**src/rtl/dlxy_pkg.sv**
```systemverilog
package dlxy_pkg;

  localparam int WORK_BITS = 30;
  localparam int U_WIDTH   = 29;
  localparam int Q_WIDTH   = 34;

  localparam logic [15:0] TEMP_LOW   = 16'd4000;
  localparam logic [15:0] TEMP_SPLIT = 16'd7000;
  localparam logic [15:0] TEMP_HIGH  = 16'd25000;
  localparam int          RECIP_NUM  = 1000;

  typedef logic signed [Q_WIDTH-1:0] dlxy_q30_t;

  typedef struct packed {
    logic rng;
    logic sel;
  } dlxy_tag_t;

  typedef struct packed {
    logic        rng;
    logic [15:0] cy;
    logic [15:0] cx;
  } dlxy_res_t;

  localparam dlxy_q30_t COEF_A1 = 34'sd4946728583;
  localparam dlxy_q30_t COEF_B1 = 34'sd3186650985;
  localparam dlxy_q30_t COEF_C1 = 34'sd106418552;
  localparam dlxy_q30_t COEF_D1 = 34'sd262060651;
  localparam dlxy_q30_t COEF_A2 = 34'sd2154355596;
  localparam dlxy_q30_t COEF_B2 = 34'sd2042042201;
  localparam dlxy_q30_t COEF_C2 = 34'sd265729627;
  localparam dlxy_q30_t COEF_D2 = 34'sd254519762;
  localparam dlxy_q30_t COEF_YA = 34'sd3221225472;
  localparam dlxy_q30_t COEF_YB = 34'sd3081639035;
  localparam dlxy_q30_t COEF_YC = 34'sd295279002;

  localparam logic signed [67:0] Q30_HALF = 68'sd1 <<< (WORK_BITS - 1);

  // drop the Q.30 fraction of a product, half away from zero
  function automatic logic signed [67-WORK_BITS:0] qround(input logic signed [67:0] p);
    logic signed [67:0] s;
    s = p + (p[67] ? (Q30_HALF - 68'sd1) : Q30_HALF);
    return s[67:WORK_BITS];
  endfunction

endpackage

```
**src/rtl/dlxy_recip.sv**
```systemverilog
module dlxy_recip #(
  parameter int RECIP_FRAC_BITS = 24
) (
  input  logic                  clk,
  input  logic                  rst,
  input  logic                  en,
  input  logic                  in_valid,
  input  logic [15:0]           temp,
  output logic                  out_valid,
  output logic [28:0]           u,
  output dlxy_pkg::dlxy_tag_t   tag
);

  localparam int QW = RECIP_FRAC_BITS - 1;
  localparam int UW = dlxy_pkg::U_WIDTH;

  typedef struct packed {
    logic [14:0]         den;
    logic [14:0]         rem;
    logic [QW-1:0]       dvd;
    logic [QW-1:0]       quo;
    dlxy_pkg::dlxy_tag_t tag;
  } div_t;

  function automatic div_t div_step(input div_t s);
    logic [15:0] sh;
    logic        ge;
    div_t        r;
    sh = {s.rem, s.dvd[QW-1]};
    ge = sh >= {1'b0, s.den};
    r = s;
    r.rem = ge ? 15'(sh - {1'b0, s.den}) : sh[14:0];
    r.dvd = {s.dvd[QW-2:0], 1'b0};
    r.quo = {s.quo[QW-2:0], ge};
    return r;
  endfunction

  div_t          st  [QW+1];
  div_t          nxt [QW+1];
  logic [QW:0]   vld;
  logic [UW-1:0] u_next;

  assign nxt[0] = '{
    den: temp[14:0],
    rem: 15'(2 * dlxy_pkg::RECIP_NUM),
    dvd: QW'(temp[15:1]),
    quo: '0,
    tag: '{rng: (temp >= dlxy_pkg::TEMP_LOW) && (temp <= dlxy_pkg::TEMP_HIGH),
           sel: temp > dlxy_pkg::TEMP_SPLIT}
  };

  for (genvar k = 1; k <= QW; k++) begin : g_stage
    assign nxt[k] = div_step(st[k-1]);
  end

  if (RECIP_FRAC_BITS > dlxy_pkg::WORK_BITS) begin : g_round
    localparam int URS = RECIP_FRAC_BITS - dlxy_pkg::WORK_BITS;
    logic [QW:0] usum;
    assign usum   = {1'b0, st[QW].quo} + ((QW+1)'(1) << (URS - 1));
    assign u_next = UW'(usum >> URS);
  end else begin : g_shift
    assign u_next = UW'(st[QW].quo) << (dlxy_pkg::WORK_BITS - RECIP_FRAC_BITS);
  end

  always_ff @(posedge clk) begin
    if (rst) begin
      vld       <= '0;
      out_valid <= 1'b0;
    end else if (en) begin
      vld       <= {vld[QW-1:0], in_valid};
      out_valid <= vld[QW];
    end
  end

  always_ff @(posedge clk) begin
    if (en) begin
      st  <= nxt;
      u   <= u_next;
      tag <= st[QW].tag;
    end
  end

endmodule

```
**config.mk**
```make
export PLATFORM = sky130hd
export DESIGN_NAME = dlxy_recip
export DESIGN_NICKNAME = d
export VERILOG_FILES = /design/src/rtl/dlxy_pkg.sv /design/src/rtl/dlxy_recip.sv
export SDC_FILE = /design/constraint.sdc
export NUM_CORES = 2
export LEC_CHECK = 0
export ABC_AREA = 0
export CORE_UTILIZATION = 60
export CTS_BUF_LIST = sky130_fd_sc_hd__clkbuf_4
export CTS_CLUSTER_SIZE = 10
export DETAILED_ROUTE_END_ITERATION = 12
export DONT_BUFFER_PORTS = 1
export HOLD_SLACK_MARGIN = 0.03
export PLACE_DENSITY_LB_ADDON = 0.08
export SLEW_MARGIN = 0
export SYNTH_ARGS = -nofsm -noshare
export SYNTH_HDL_FRONTEND = slang
export SYNTH_SLANG_ARGS = --single-unit
export TNS_END_PERCENT = 20
```
**constraint.sdc**
```tcl
create_clock -name clk -period 3.5 [get_ports clk]
set_clock_uncertainty 0.2 [all_clocks]
set_input_delay 0.7 -clock clk [delete_from_list [all_inputs] [get_ports clk]]
set_output_delay 0.7 -clock clk [all_outputs]
set_load 0.01 [all_outputs]
```
==> flow_summary_export.csv <==
group,metric,value,unit
global_route,top_usage_layer,"met2",
global_route,use_met3,4.00,%
die,die_w,296,um
die,die_y,296,um
power_and_ir_drop,powerDensity,842,mW/mm2
min_path,hp-class,"input port to register",
routing,vias_per_cell,5.56,
sta,tightest_slew,1390,ps
global_route,grt_max_degree,1059,
worst_setup_path,endpoint_kind,"register",
synth,synthArstFlopShare,0,%
final_layout,instances_no_fill,5749,
clock_network,tritoncts,"done",
die,start_util,60.8,%
global_route,grt_usage,22.9,%
final_layout,finalCoreUtilization,67.4,%
flow_run,cap_viol_max_count,0,
die,core,0.0855,mm2
die,ios,52,
synth,synthCells,4081,
final_layout,drive_gt1_share,13.6,%
clock_network,cts_root_buf,"clkbuf_4",
synth,syn_avg_cell_area,12.7,um2
place,port_buffers,0,
clock_network,clk_latency,1180,ps
synth,yosysSeqAreaShare,60.6,%
synth,ys_ff_latch,1058,
routing,drc_errors,0,
sta,finalSetupViolations,0,
routing,drt_iter0_drc,2049,
final_layout,multiInputGateArea,0.0186,mm2
global_route,grt_overflow_total,0,
synth,synth_edf_count,1033,
sta,fin_ws,164,ps
worst_setup_path,critPathMaxFanout,10,
worst_setup_path,crit_required,4150,ps
clock_network,cts_sinks,1058,
sta,min_period,3340,ps
sta,whs,64.6,ps
die,die_area,0.0879,mm2
place,dp_slack,172,ps
routing,vias,32000,
sta,max_freq,300,MHz
die,rows,107,
sta,hold_violations,0,
synth,synth.distinct_cells,95,
routing,drt.antenna.violating_nets,0,
global_route,antenna_found_initial,2,
routing,drt_wl_total,99300,um
sta,rsz0062_at_grt,"yes",
power_and_ir_drop,p_leak,23.1,nW
place,dpl.hpwl,67100,um
global_route,met2_usage,38.6,%
clock_network,cts_max_level,5,
outcome,status,"complete, no violations",
global_route,grt_pass1_vias,31500,
final_layout,fillCellCount,6317,
worst_setup_path,path_class,"register to register",
place,gp_congestion,0.859,
final_layout,layout_common_cells,"1033 x edfxtp_1, 425 x inv_1, 411 x clkbuf_4",
final_layout,final_common_cell,"edfxtp_1",
sta,relSlewSlack,7.62,%
sta,finalMaxSlewViolations,0,
worst_setup_path,worstPathArrival,3990,ps
clock_network,cts_setup_buffers,0,
routing,firstDrtPassIters,6,
synth,synth_area,0.0520,mm2
final_layout,fin_nets,4786,
sta,fin_crit_sh,95.3,%
global_route,grt_pass1_wl,158000,um
place,place_inst,5197,
global_route,grt.met1_usage,29.3,%
power_and_ir_drop,ir_worst_vdd,0.000406,V
clock_network,numCtsBuffers,293,
synth,synth-warning-count,0,
clock_network,cts_buffer_depth,4,
final_layout,syn_to_final_growth,10.9,%
clock_network,clkTransAtPathRegs,60,ps
worst_setup_path,critical_path.startpoint_type,"register",
routing,wl_per_cell,17.3,um
synth,synthFlopType,"edfxtp_1",
final_layout,ff_latch_area,0.0315,mm2
==> synth_stat cells (all sizes together) (29+ instances only) <==
cell    instances  area, um2
mux2i          52        521
a31oi          36        238
ha            331       4140
edfxtp       1033      31000
a21oi         239       1210
o21a           54        405
buf            34        206
o21ai         236       1180
nor2          265       1000
nand3          43        215
nand2b         46        288
inv           426       1600
clkbuf         34        128
o211ai         29        223
nor3           43        215
xor2           86        753
mux2          143       1640
xnor2         124       1090
a21o           87        653
nand4          38        238
nand2         242        908
nor2b          52        325
a211oi         33        253
o31ai          38        304
==> critical path: stages (launching register included) <==
cell      delay (ps)
edfxtp_1         460
inv_1            130
fa_1             420
a21o_1           190
a21oi_1          320
o211a_1          260
nor2_1            50
nor2_1           240
a32o_1           240
buf_4            200
mux2_2           360
==> repair_timing <==
action / 4_1_cts / 5_1_grt
setup endpoints to repair: 0 / 11
hold buffers: 59 / 3
gates resized for setup: 0 / 1
endpoints found under the hold margin: 854 / 94
==> cell families after synthesis <==
| group | after synthesis | synth area share, % |
|---|---|---|
| fa+ha+maj | 352 | 8.77 |
| compound gates | 917 | 11.4 |
| xor+xnor | 210 | 3.54 |
| mux | 195 | 4.15 |
| other cells | 1 | 0.00721 |
| simple gates | 854 | 7.82 |
| buf+inv | 494 | 3.72 |
| flops | 1058 | 60.6 |
==> cell type report <==
| type | instances | share of cell area [%] |
|---|---|---|
| Clock buffer | 411 | 5.35 |
| Clock inverter | 67 | 0.640 |
| Multi-Input combinational cell | 2534 | 32.3 |
| Timing Repair Buffer | 101 | 1.77 |
| Antenna cell | 8 | 0.0347 |
| Tap cell | 1144 | 2.48 |
| Sequential cell | 1058 | 54.6 |
| Inverter | 426 | 2.77 |
==> metal layers <==
layer	wire (um)	part of all wire (%)	vias to the layer above
li1	-	-	15900
met1	44300	45	15200
met2	49100	49	666
met3	3590	3.6	178
met4	2370	2.4	0
met5	0	0	-
==> sequential cells by signal, summed over array words and instances (netlist names) <==
name	count
vld	24
st	356
nxt	652
out_valid	1
u	23
tag	2
==> worst paths after layout <==
| kind | end | slack (ps) | start | cells after the start |
|---|---|---|---|---|
| worst max-delay path | st[1380] | 160 | nxt[1389] | 10 |
| worst min-delay path | vld[15] | 60 | en | 3 |
| worst max register to register | st[1380] | 160 | nxt[1389] | 10 |
| worst min register to register | nxt[712] | 170 | nxt[789] | 0 |
==> through the flow <==
| stage | power [W] | cell area [um2] | TNS (ps) |
|---|---|---|---|
| 6_report | 0.0486 | 57700 | 0 |
| 5_1_grt | 0.0521 | 57700 | -8.39 |
| 4_1_cts | 0.0486 | 57500 | 0 |
| 3_5_place_dp | 0.0378 | 53400 | 0 |
| 3_3_place_gp | 0.0376 | 53400 | 0 |
| 2_1_floorplan | 0.0333 | 52000 | 0 |
==> report_power, final <==
part	internal, W	switching [W]	total [W]
Sequential	0.0178	0.00167	0.0194
Clock	0.00566	0.00480	0.0105
Combinational	0.00849	0.0102	0.0187
Total	0.0319	0.0166	0.0486
No activity file was read; power rests on OpenSTA's default activity.
