$ cat src/rtl/dlxy_pkg.sv
package dlxy_pkg;

  localparam int WORK_BITS = 30;
  localparam int U_WIDTH   = 29;
  localparam int Q_WIDTH   = 34;

  localparam logic [15:0] TEMP_LOW   = 16'd4000;
  localparam logic [15:0] TEMP_SPLIT = 16'd7000;
  localparam logic [15:0] TEMP_HIGH  = 16'd25000;
  localparam int          RECIP_NUM  = 1000;

  typedef logic signed [Q_WIDTH-1:0] dlxy_q30_t;

  typedef struct packed {
    logic rng;
    logic sel;
  } dlxy_tag_t;

  typedef struct packed {
    logic        rng;
    logic [15:0] cy;
    logic [15:0] cx;
  } dlxy_res_t;

  localparam dlxy_q30_t COEF_A1 = 34'sd4946728583;
  localparam dlxy_q30_t COEF_B1 = 34'sd3186650985;
  localparam dlxy_q30_t COEF_C1 = 34'sd106418552;
  localparam dlxy_q30_t COEF_D1 = 34'sd262060651;
  localparam dlxy_q30_t COEF_A2 = 34'sd2154355596;
  localparam dlxy_q30_t COEF_B2 = 34'sd2042042201;
  localparam dlxy_q30_t COEF_C2 = 34'sd265729627;
  localparam dlxy_q30_t COEF_D2 = 34'sd254519762;
  localparam dlxy_q30_t COEF_YA = 34'sd3221225472;
  localparam dlxy_q30_t COEF_YB = 34'sd3081639035;
  localparam dlxy_q30_t COEF_YC = 34'sd295279002;

  localparam logic signed [67:0] Q30_HALF = 68'sd1 <<< (WORK_BITS - 1);

  // drop the Q.30 fraction of a product, half away from zero
  function automatic logic signed [67-WORK_BITS:0] qround(input logic signed [67:0] p);
    logic signed [67:0] s;
    s = p + (p[67] ? (Q30_HALF - 68'sd1) : Q30_HALF);
    return s[67:WORK_BITS];
  endfunction

endpackage

$ cat src/rtl/dlxy_outbuf.sv
module dlxy_outbuf (
  input  logic                  clk,
  input  logic                  rst,
  input  logic                  in_valid,
  input  dlxy_pkg::dlxy_res_t   in_res,
  output logic                  ready,
  output logic                  out_valid,
  output dlxy_pkg::dlxy_res_t   out_res,
  input  logic                  out_ready
);

  logic                skid_valid;
  dlxy_pkg::dlxy_res_t skid_res;

  assign ready = !skid_valid;

  always_ff @(posedge clk) begin
    if (rst) begin
      out_valid  <= 1'b0;
      skid_valid <= 1'b0;
    end else if (!out_valid || out_ready) begin
      out_valid  <= skid_valid || in_valid;
      skid_valid <= 1'b0;
    end else if (in_valid && !skid_valid) begin
      skid_valid <= 1'b1;
    end
  end

  always_ff @(posedge clk) begin
    if (!out_valid || out_ready) begin
      out_res <= skid_valid ? skid_res : in_res;
    end
    if (out_valid && !out_ready && !skid_valid) begin
      skid_res <= in_res;
    end
  end

endmodule

$ cat config.mk
export PLATFORM = sky130hd
export DESIGN_NAME = dlxy_outbuf
export DESIGN_NICKNAME = d
export VERILOG_FILES = /design/src/rtl/dlxy_pkg.sv /design/src/rtl/dlxy_outbuf.sv
export SDC_FILE = /design/constraint.sdc
export NUM_CORES = 1
export LEC_CHECK = 0
export BUFFER_PORTS_ARGS = -buffer_cell sky130_fd_sc_hd__buf_2
export CORE_MARGIN = 2
export CORE_UTILIZATION = 35
export DETAILED_ROUTE_END_ITERATION = 10
export PLACE_DENSITY_LB_ADDON = 0.05
export SLEW_MARGIN = 20
export SYNTH_ARGS = -nofsm -noshare
export SYNTH_HDL_FRONTEND = slang
export SYNTH_SLANG_ARGS = --single-unit
export TNS_END_PERCENT = 10
$ cat constraint.sdc
create_clock -name clk -period 5.5 [get_ports clk]
set_input_delay 1.1 -clock clk [delete_from_list [all_inputs] [get_ports clk]]
set_output_delay 1.1 -clock clk [all_outputs]
set_load 0.005 [all_outputs]
==> flow_summary_export.csv, run 1 <==
group,metric,value,unit
outcome,status,"complete, no violations",
detailed_routing,drcViolationCount,0,
clocking,cts.path.max_buffers,2,
floorplan,start_util,35.9,%
sta,setup_viol,0,
clocking,h-tree-depth,3,
global_route,overflow,0,
yosys,syn-num-nets,148,
setup_path,critPathTopFamily,"simple AND/OR/NAND/NOR gates",
setup_path,start_kind,"input pin",
sta,finalHoldViolCount,0,
sta,relSlewSlack,36.3,%
final_layout,layout.nets,227,
place,dpl.hpwl,2.64,mm
global_route,grt_pass1_wl,6.52,mm
power_and_ir_drop,vdd_drop_max,0.000137,V
sta,finalSetupTns,0,ns
setup_path,critical_path_class,"input pin to flip-flop",
clocking,clockRootBuffer,"clkbuf_8",
detailed_routing,drtIter0Drc,58,
clocking,cts_tree,"built",
hold_path,min_path_type,"flip-flop to flip-flop",
detailed_routing,ant_nets,0,
place,gp_congestion,0.639,
detailed_routing,route.vias.total,1244,
detailed_routing,wl_per_cell,14.0,um
setup_path,worst_path_max_delay_cell,"nor2_4",
global_route,grt_max_degree,37,
setup_path,max_stage_delay,0.97,ns
final_layout,antennaDiodeCount,0,
floorplan,die_h,90,um
sta,period_needed,2.85,ns
clocking,path_clk_slew,0.07,ns
place,place_ws,2.18,ns
sta,worstMarginPinSlew,0.953,ns
sta,rsz0062_at_grt,"no",
sta,worst_slack,2.65,ns
global_route,antenna_found_initial,0,
clocking,holdBufCountCts,0,
place,io_buffers,71,
setup_path,cp_cell_sequence,"buf_2 > nand2b_2 > nor2_4",
floorplan,dieArea,0.00810,mm2
clocking,worst_skew_pair.late_latency,0.33,ns
clocking,cts_resized,0,
sta,finalMaxSlewViolations,0,
global_route,grt_usage,10.7,%
sta,clock-skew-final,0.00600,ns
yosys,yosysWarnings,0,
clocking,cts_buffers,9,
power_and_ir_drop,power.density,343,mW/mm2
setup_path,required,5.46,ns
power_and_ir_drop,p_leak,1.27,nW
detailed_routing,drt-pass1-iter-count,4,
global_route,grt_pass1_vias,1311,
sta,period_share,51.7,%
clocking,cts_num_sinks,68,
detailed_routing,routed_via_density,4.23,
floorplan,die_x,90,um
setup_path,cp-end-kind,"flip-flop",
hold_path,hold_depth,1,
setup_path,reg2regPathDepth,2,
yosys,syn_area_per_cell,23.3,um2
floorplan,rows,31,
job,drv_cap,0,
setup_path,cp_num_cells,3,
setup_path,crit_arrival,2.80,ns
setup_path,crit_buf_inv,1,
yosys,syn-cell-area,0.00259,mm2
power_and_ir_drop,finalPower,1.11,mW
yosys,ys_ff_latch,68,
final_layout,final_layout_size_suffix_gt1_share,62.6,%
final_layout,syn_to_final_growth,24.6,%
floorplan,coreArea,0.00721,mm2
detailed_routing,finalWirelength,4.13,mm
floorplan,io_pins,72,
sta,fmax,351,MHz
setup_path,crit_fanout,36,
yosys,ys_types,12,
yosys,synth_cells,111,
clocking,post-cts-setup-buffers,0,
yosys,seq_area_frac_synth,78.1,%
==> synthesized netlist by cell type <==
master    number  area (um2)
dfxtp_1        2        40.0
inv_1          1        3.75
nor2_1         2        7.51
nand2b_1       1        6.26
buf_6          1        11.3
mux2_2         6        67.6
nor3_1         1        5.00
mux2_4        27         405
a21oi_1        1        5.00
buf_12         2        40.0
edfxtp_1      66        1980
buf_8          1        15.0
==> layout make-up <==
type	instances	area, um2
clock buffer	10	128
clock inverter	6	78.8
fill	668	3990
inverter	1	3.75
multi-input combinational	38	507
sequential	68	2020
tap	99	124
timing repair buffer	72	363
==> flip-flops by register name, summed over array words and instances (netlist names) <==
signal	flops
out_res	33
skid_res	33
out_valid	1
skid_valid	1
==> path summary, 6_finish.rpt <==
path                          start                     to  slack (ns)
max                       out_ready  skid_res[2]$_DFFE_PP_        2.65
min          skid_res[19]$_DFFE_PP_  out_res[19]$_DFFE_PP_        0.55
max reg2reg  out_valid$_SDFFE_PP0P_  skid_res[2]$_DFFE_PP_        3.27
min reg2reg  skid_res[19]$_DFFE_PP_  out_res[19]$_DFFE_PP_        0.55
==> layer usage <==
layer / share of wire [%] / global-route usage (%) / vias to the layer above
met2: 44 / 15.7 / 51
li1: - / - / 597
met5: 0 / 0 / -
met3: 7.4 / 3.69 / 11
met1: 45 / 13.3 / 585
met4: 3.1 / 7.69 / 0
==> power by group <==
group | internal [mW] | total (mW) | leakage [nW] | switching [mW]
combinational | 0.0412 | 0.0737 | 0.502 | 0.0324
sequential | 0.602 | 0.609 | 0.663 | 0.00707
clock | 0.251 | 0.425 | 0.107 | 0.173
==> cells in the final DEF, fill, tap and decap left out, drive strengths merged <==
master / instances
dfxtp: 2
clkbuf: 10
mux2: 33
nand2b: 1
a21oi: 1
nor3: 1
edfxtp: 66
buf: 72
bufinv: 2
clkinv: 4
inv: 1
nor2: 2
==> per-stage QoR <==
stage	utilization (%)	instance area, um2	instances	hold WS [ns]
2_1_floorplan	-	2590	111	0.523
3_3_place_gp	41.9	3020	278	0.529
3_5_place_dp	41.9	3020	278	0.534
4_1_cts	44.7	3230	294	0.545
5_1_grt	44.7	3230	294	0.562
6_report	44.7	3230	294	0.546
==> cell families (layout without fill, tap and decap cells) <==
logic type      Yosys count  in the layout  synth area share [%]
flops                    68             68                  78.1
mux                      33             33                  18.3
buf+inv                   5             89                  2.71
simple gates              4              4                 0.725
compound gates            1              1                 0.193
Note: power is estimated with default switching activity, not from simulation.
==> run 2: changes to the inputs <==
ABC_AREA = 1   (was not set)
clock period = 2.78 ns   (was 5.5 ns; I/O delays follow)
==> run 2 against run 1 <==
Against the previous run:
- synthesized cell count is 66% higher
- largest cell class unchanged
- power is 84% higher
- clock skew is 0.0017 ns higher
- clock power is 58% higher
- global-route usage is 1.4 points higher
- design area is 1.7% lower
- highest routed layer unchanged
- critical endpoint is now ready
- die area is 0.55% lower
- hold slack worse by 0.13 ns
==> flow_summary_export.csv, run 2 <==
group,metric,value,unit
yosys,synth_most_common_cell,"nand2_1",
clocking,path_clk_slew,0.07,ns
sta,relSlewSlack,68.7,%
global_route,grt_pass1_vias,1463,
sta,finalSetupTns,0,ns
detailed_routing,route.vias.total,1486,
detailed_routing,ant_nets,0,
floorplan,coreArea,0.00718,mm2
sta,worst_slack,1.02,ns
place,place_ws,1.05,ns
sta,period_share,63.2,%
yosys,synth-adder-area-share,0,%
clocking,cts_resized,0,
global_route,overflow,0,
final_layout,multiInputGateArea,458,um2
detailed_routing,drtIter0Drc,101,
yosys,synth_simple_gate_area_share,17.2,%
clocking,cts_buffers,9,
final_layout,final_layout_size_suffix_gt1_share,41.6,%
setup_path,r2r_slack,1.14,ns
final_layout,layout_common_cells,"nand2_1, buf_2, edfxtp_1",
sta,finalMaxSlewViolations,0,
hold_path,min_path_type,"input pin to flip-flop",
setup_path,required,2.22,ns
sta,setup_viol,0,
yosys,syn-cell-area,0.00257,mm2
floorplan,die_h,89.8,um
clocking,holdBufCountCts,0,
power_and_ir_drop,finalPower,2.04,mW
final_layout,final_common_cell,"nand2_1",
final_layout,regArea,0.00202,mm2
sta,fmax,569,MHz
job,drv_cap,0,
global_route,antenna_found_initial,0,
place,gp_congestion,0.667,
power_and_ir_drop,power.density,642,mW/mm2
floorplan,dieArea,0.00806,mm2
final_layout,reg.largest.list,"out_res (33), skid_res (33)",
power_and_ir_drop,vdd_drop_max,0.000281,V
setup_path,start_kind,"flip-flop",
detailed_routing,wl_per_cell,12.5,um
setup_path,crit_arrival,1.20,ns
floorplan,die_x,89.8,um
clocking,cts_tree,"built",
detailed_routing,finalWirelength,4.56,mm
yosys,synth_compound_area_share,0.194,%
yosys,synth.area.top_cells,"edfxtp_1, nand2_1, nand2_2, buf_12, dfxtp_1",
place,dpl.hpwl,2.95,mm
yosys,seq_area_frac_synth,78.6,%
yosys,synth_cells,184,
yosys,synth_mux_area_share,0,%
global_route,grt_usage,12.1,%
setup_path,cp-end-kind,"output pin",
floorplan,rows,31,
yosys,synth_top_cell_area_share,77.0,%
place,io_buffers,71,
global_route,grt_max_degree,35,
detailed_routing,drt-pass1-iter-count,4,
final_layout,layout.nets,299,
detailed_routing,drcViolationCount,0,
clocking,clockRootBuffer,"clkbuf_8",
clocking,cts_num_sinks,68,
sta,clock-skew-final,0.00770,ns
clocking,worst_skew_pair.late_latency,0.33,ns
yosys,yosysWarnings,0,
setup_path,critical_path_class,"flip-flop to output pin",
setup_path,crit_fanout,34,
yosys,synth-edff-count,66,
yosys,ys_types,12,
yosys,synth_commonest_cells,"nand2_1, edfxtp_1, nand2_2, buf_4, nor2_1",
floorplan,start_util,35.9,%
yosys,synth_top_family_by_area,"simple AND/OR/NAND/NOR gates",
clocking,post-cts-setup-buffers,0,
yosys,synth_flop_cell,"edfxtp_1",
final_layout,antennaDiodeCount,0,
final_layout,nFillCells,696,
final_layout,syn_to_final_growth,23.3,%
detailed_routing,routed_via_density,4.06,
outcome,status,"complete, no violations",
sta,period_needed,1.76,ns
yosys,synth_xor_area_share,0,%
power_and_ir_drop,p_leak,1.35,nW
floorplan,io_pins,72,
yosys,yosysTopAreaCell,"edfxtp_1",
yosys,syn-num-nets,221,
yosys,syn_area_per_cell,14.0,um2
sta,finalHoldViolCount,0,
global_route,grt_pass1_wl,7.36,mm
yosys,synthArstFlopShare,0,%
sta,worstMarginPinSlew,0.469,ns
sta,rsz0062_at_grt,"no",
yosys,ys_ff_latch,68,
final_layout,final_util,44.2,%
clocking,cts.path.max_buffers,2,
clocking,h-tree-depth,3,
run 2: worst paths after layout:
check | start | end | cells past startpoint
setup / recovery | skid_valid$_SDFFE_PP0P_ | ready | 2
hold reg to reg | skid_res[9]$_DFFE_PP_ | out_res[9]$_DFFE_PP_ | 2
hold / removal | in_res[32] | skid_res[32]$_DFFE_PP_ | 1
setup reg to reg | skid_valid$_SDFFE_PP0P_ | skid_res[31]$_DFFE_PP_ | 3
run 2: metrics by stage:
stage / cell area, um2 / cells / hold WS (ns)
after global routing: 3170 / 366 / 0.394
after detailed placement: 3010 / 350 / 0.505
after global placement: 3010 / 350 / 0.498
after floorplan: 2580 / 184 / 0.487
after CTS: 3170 / 366 / 0.396
final: 3170 / 366 / 0.413
run 2: cell type report:
type / instances / area share, %
clock inverter: 6 / 0.986
tap: 99 / 3.90
sequential: 68 / 63.8
inverter: 3 / 0.591
timing repair buffer: 74 / 12.3
clock buffer: 10 / 4.02
multi-input combinational: 106 / 14.4
run 2: per-layer routing:
layer	global-route usage (%)	vias to the layer above	wire, um
met5	0	-	0
met4	7.31	0	70
met3	3.52	6	236
met2	17.9	51	2060
met1	15.9	658	2190
li1	-	771	-
run 2: cells by family (layout without fill, tap and decap cells):
kind of cell	Yosys count	count (layout)
AND/OR/NAND/NOR	105	105
flip-flops	68	68
buffers and inverters	10	93
AO/OA/AOI/OAI	1	1
run 2: power by group:
part / total [mW] / switching, mW / internal (mW) / leakage, nW
Clock: 0.672 / 0.358 / 0.314 / 0.0832
Sequential: 1.22 / 0.0170 / 1.20 / 0.664
Combinational: 0.150 / 0.0828 / 0.0669 / 0.607
run 2: worst max-delay path, cell delays in order (launching register included):
cell and delay, ns:
dfxtp_2 0.52, inv_8 0.17, buf_2 0.17
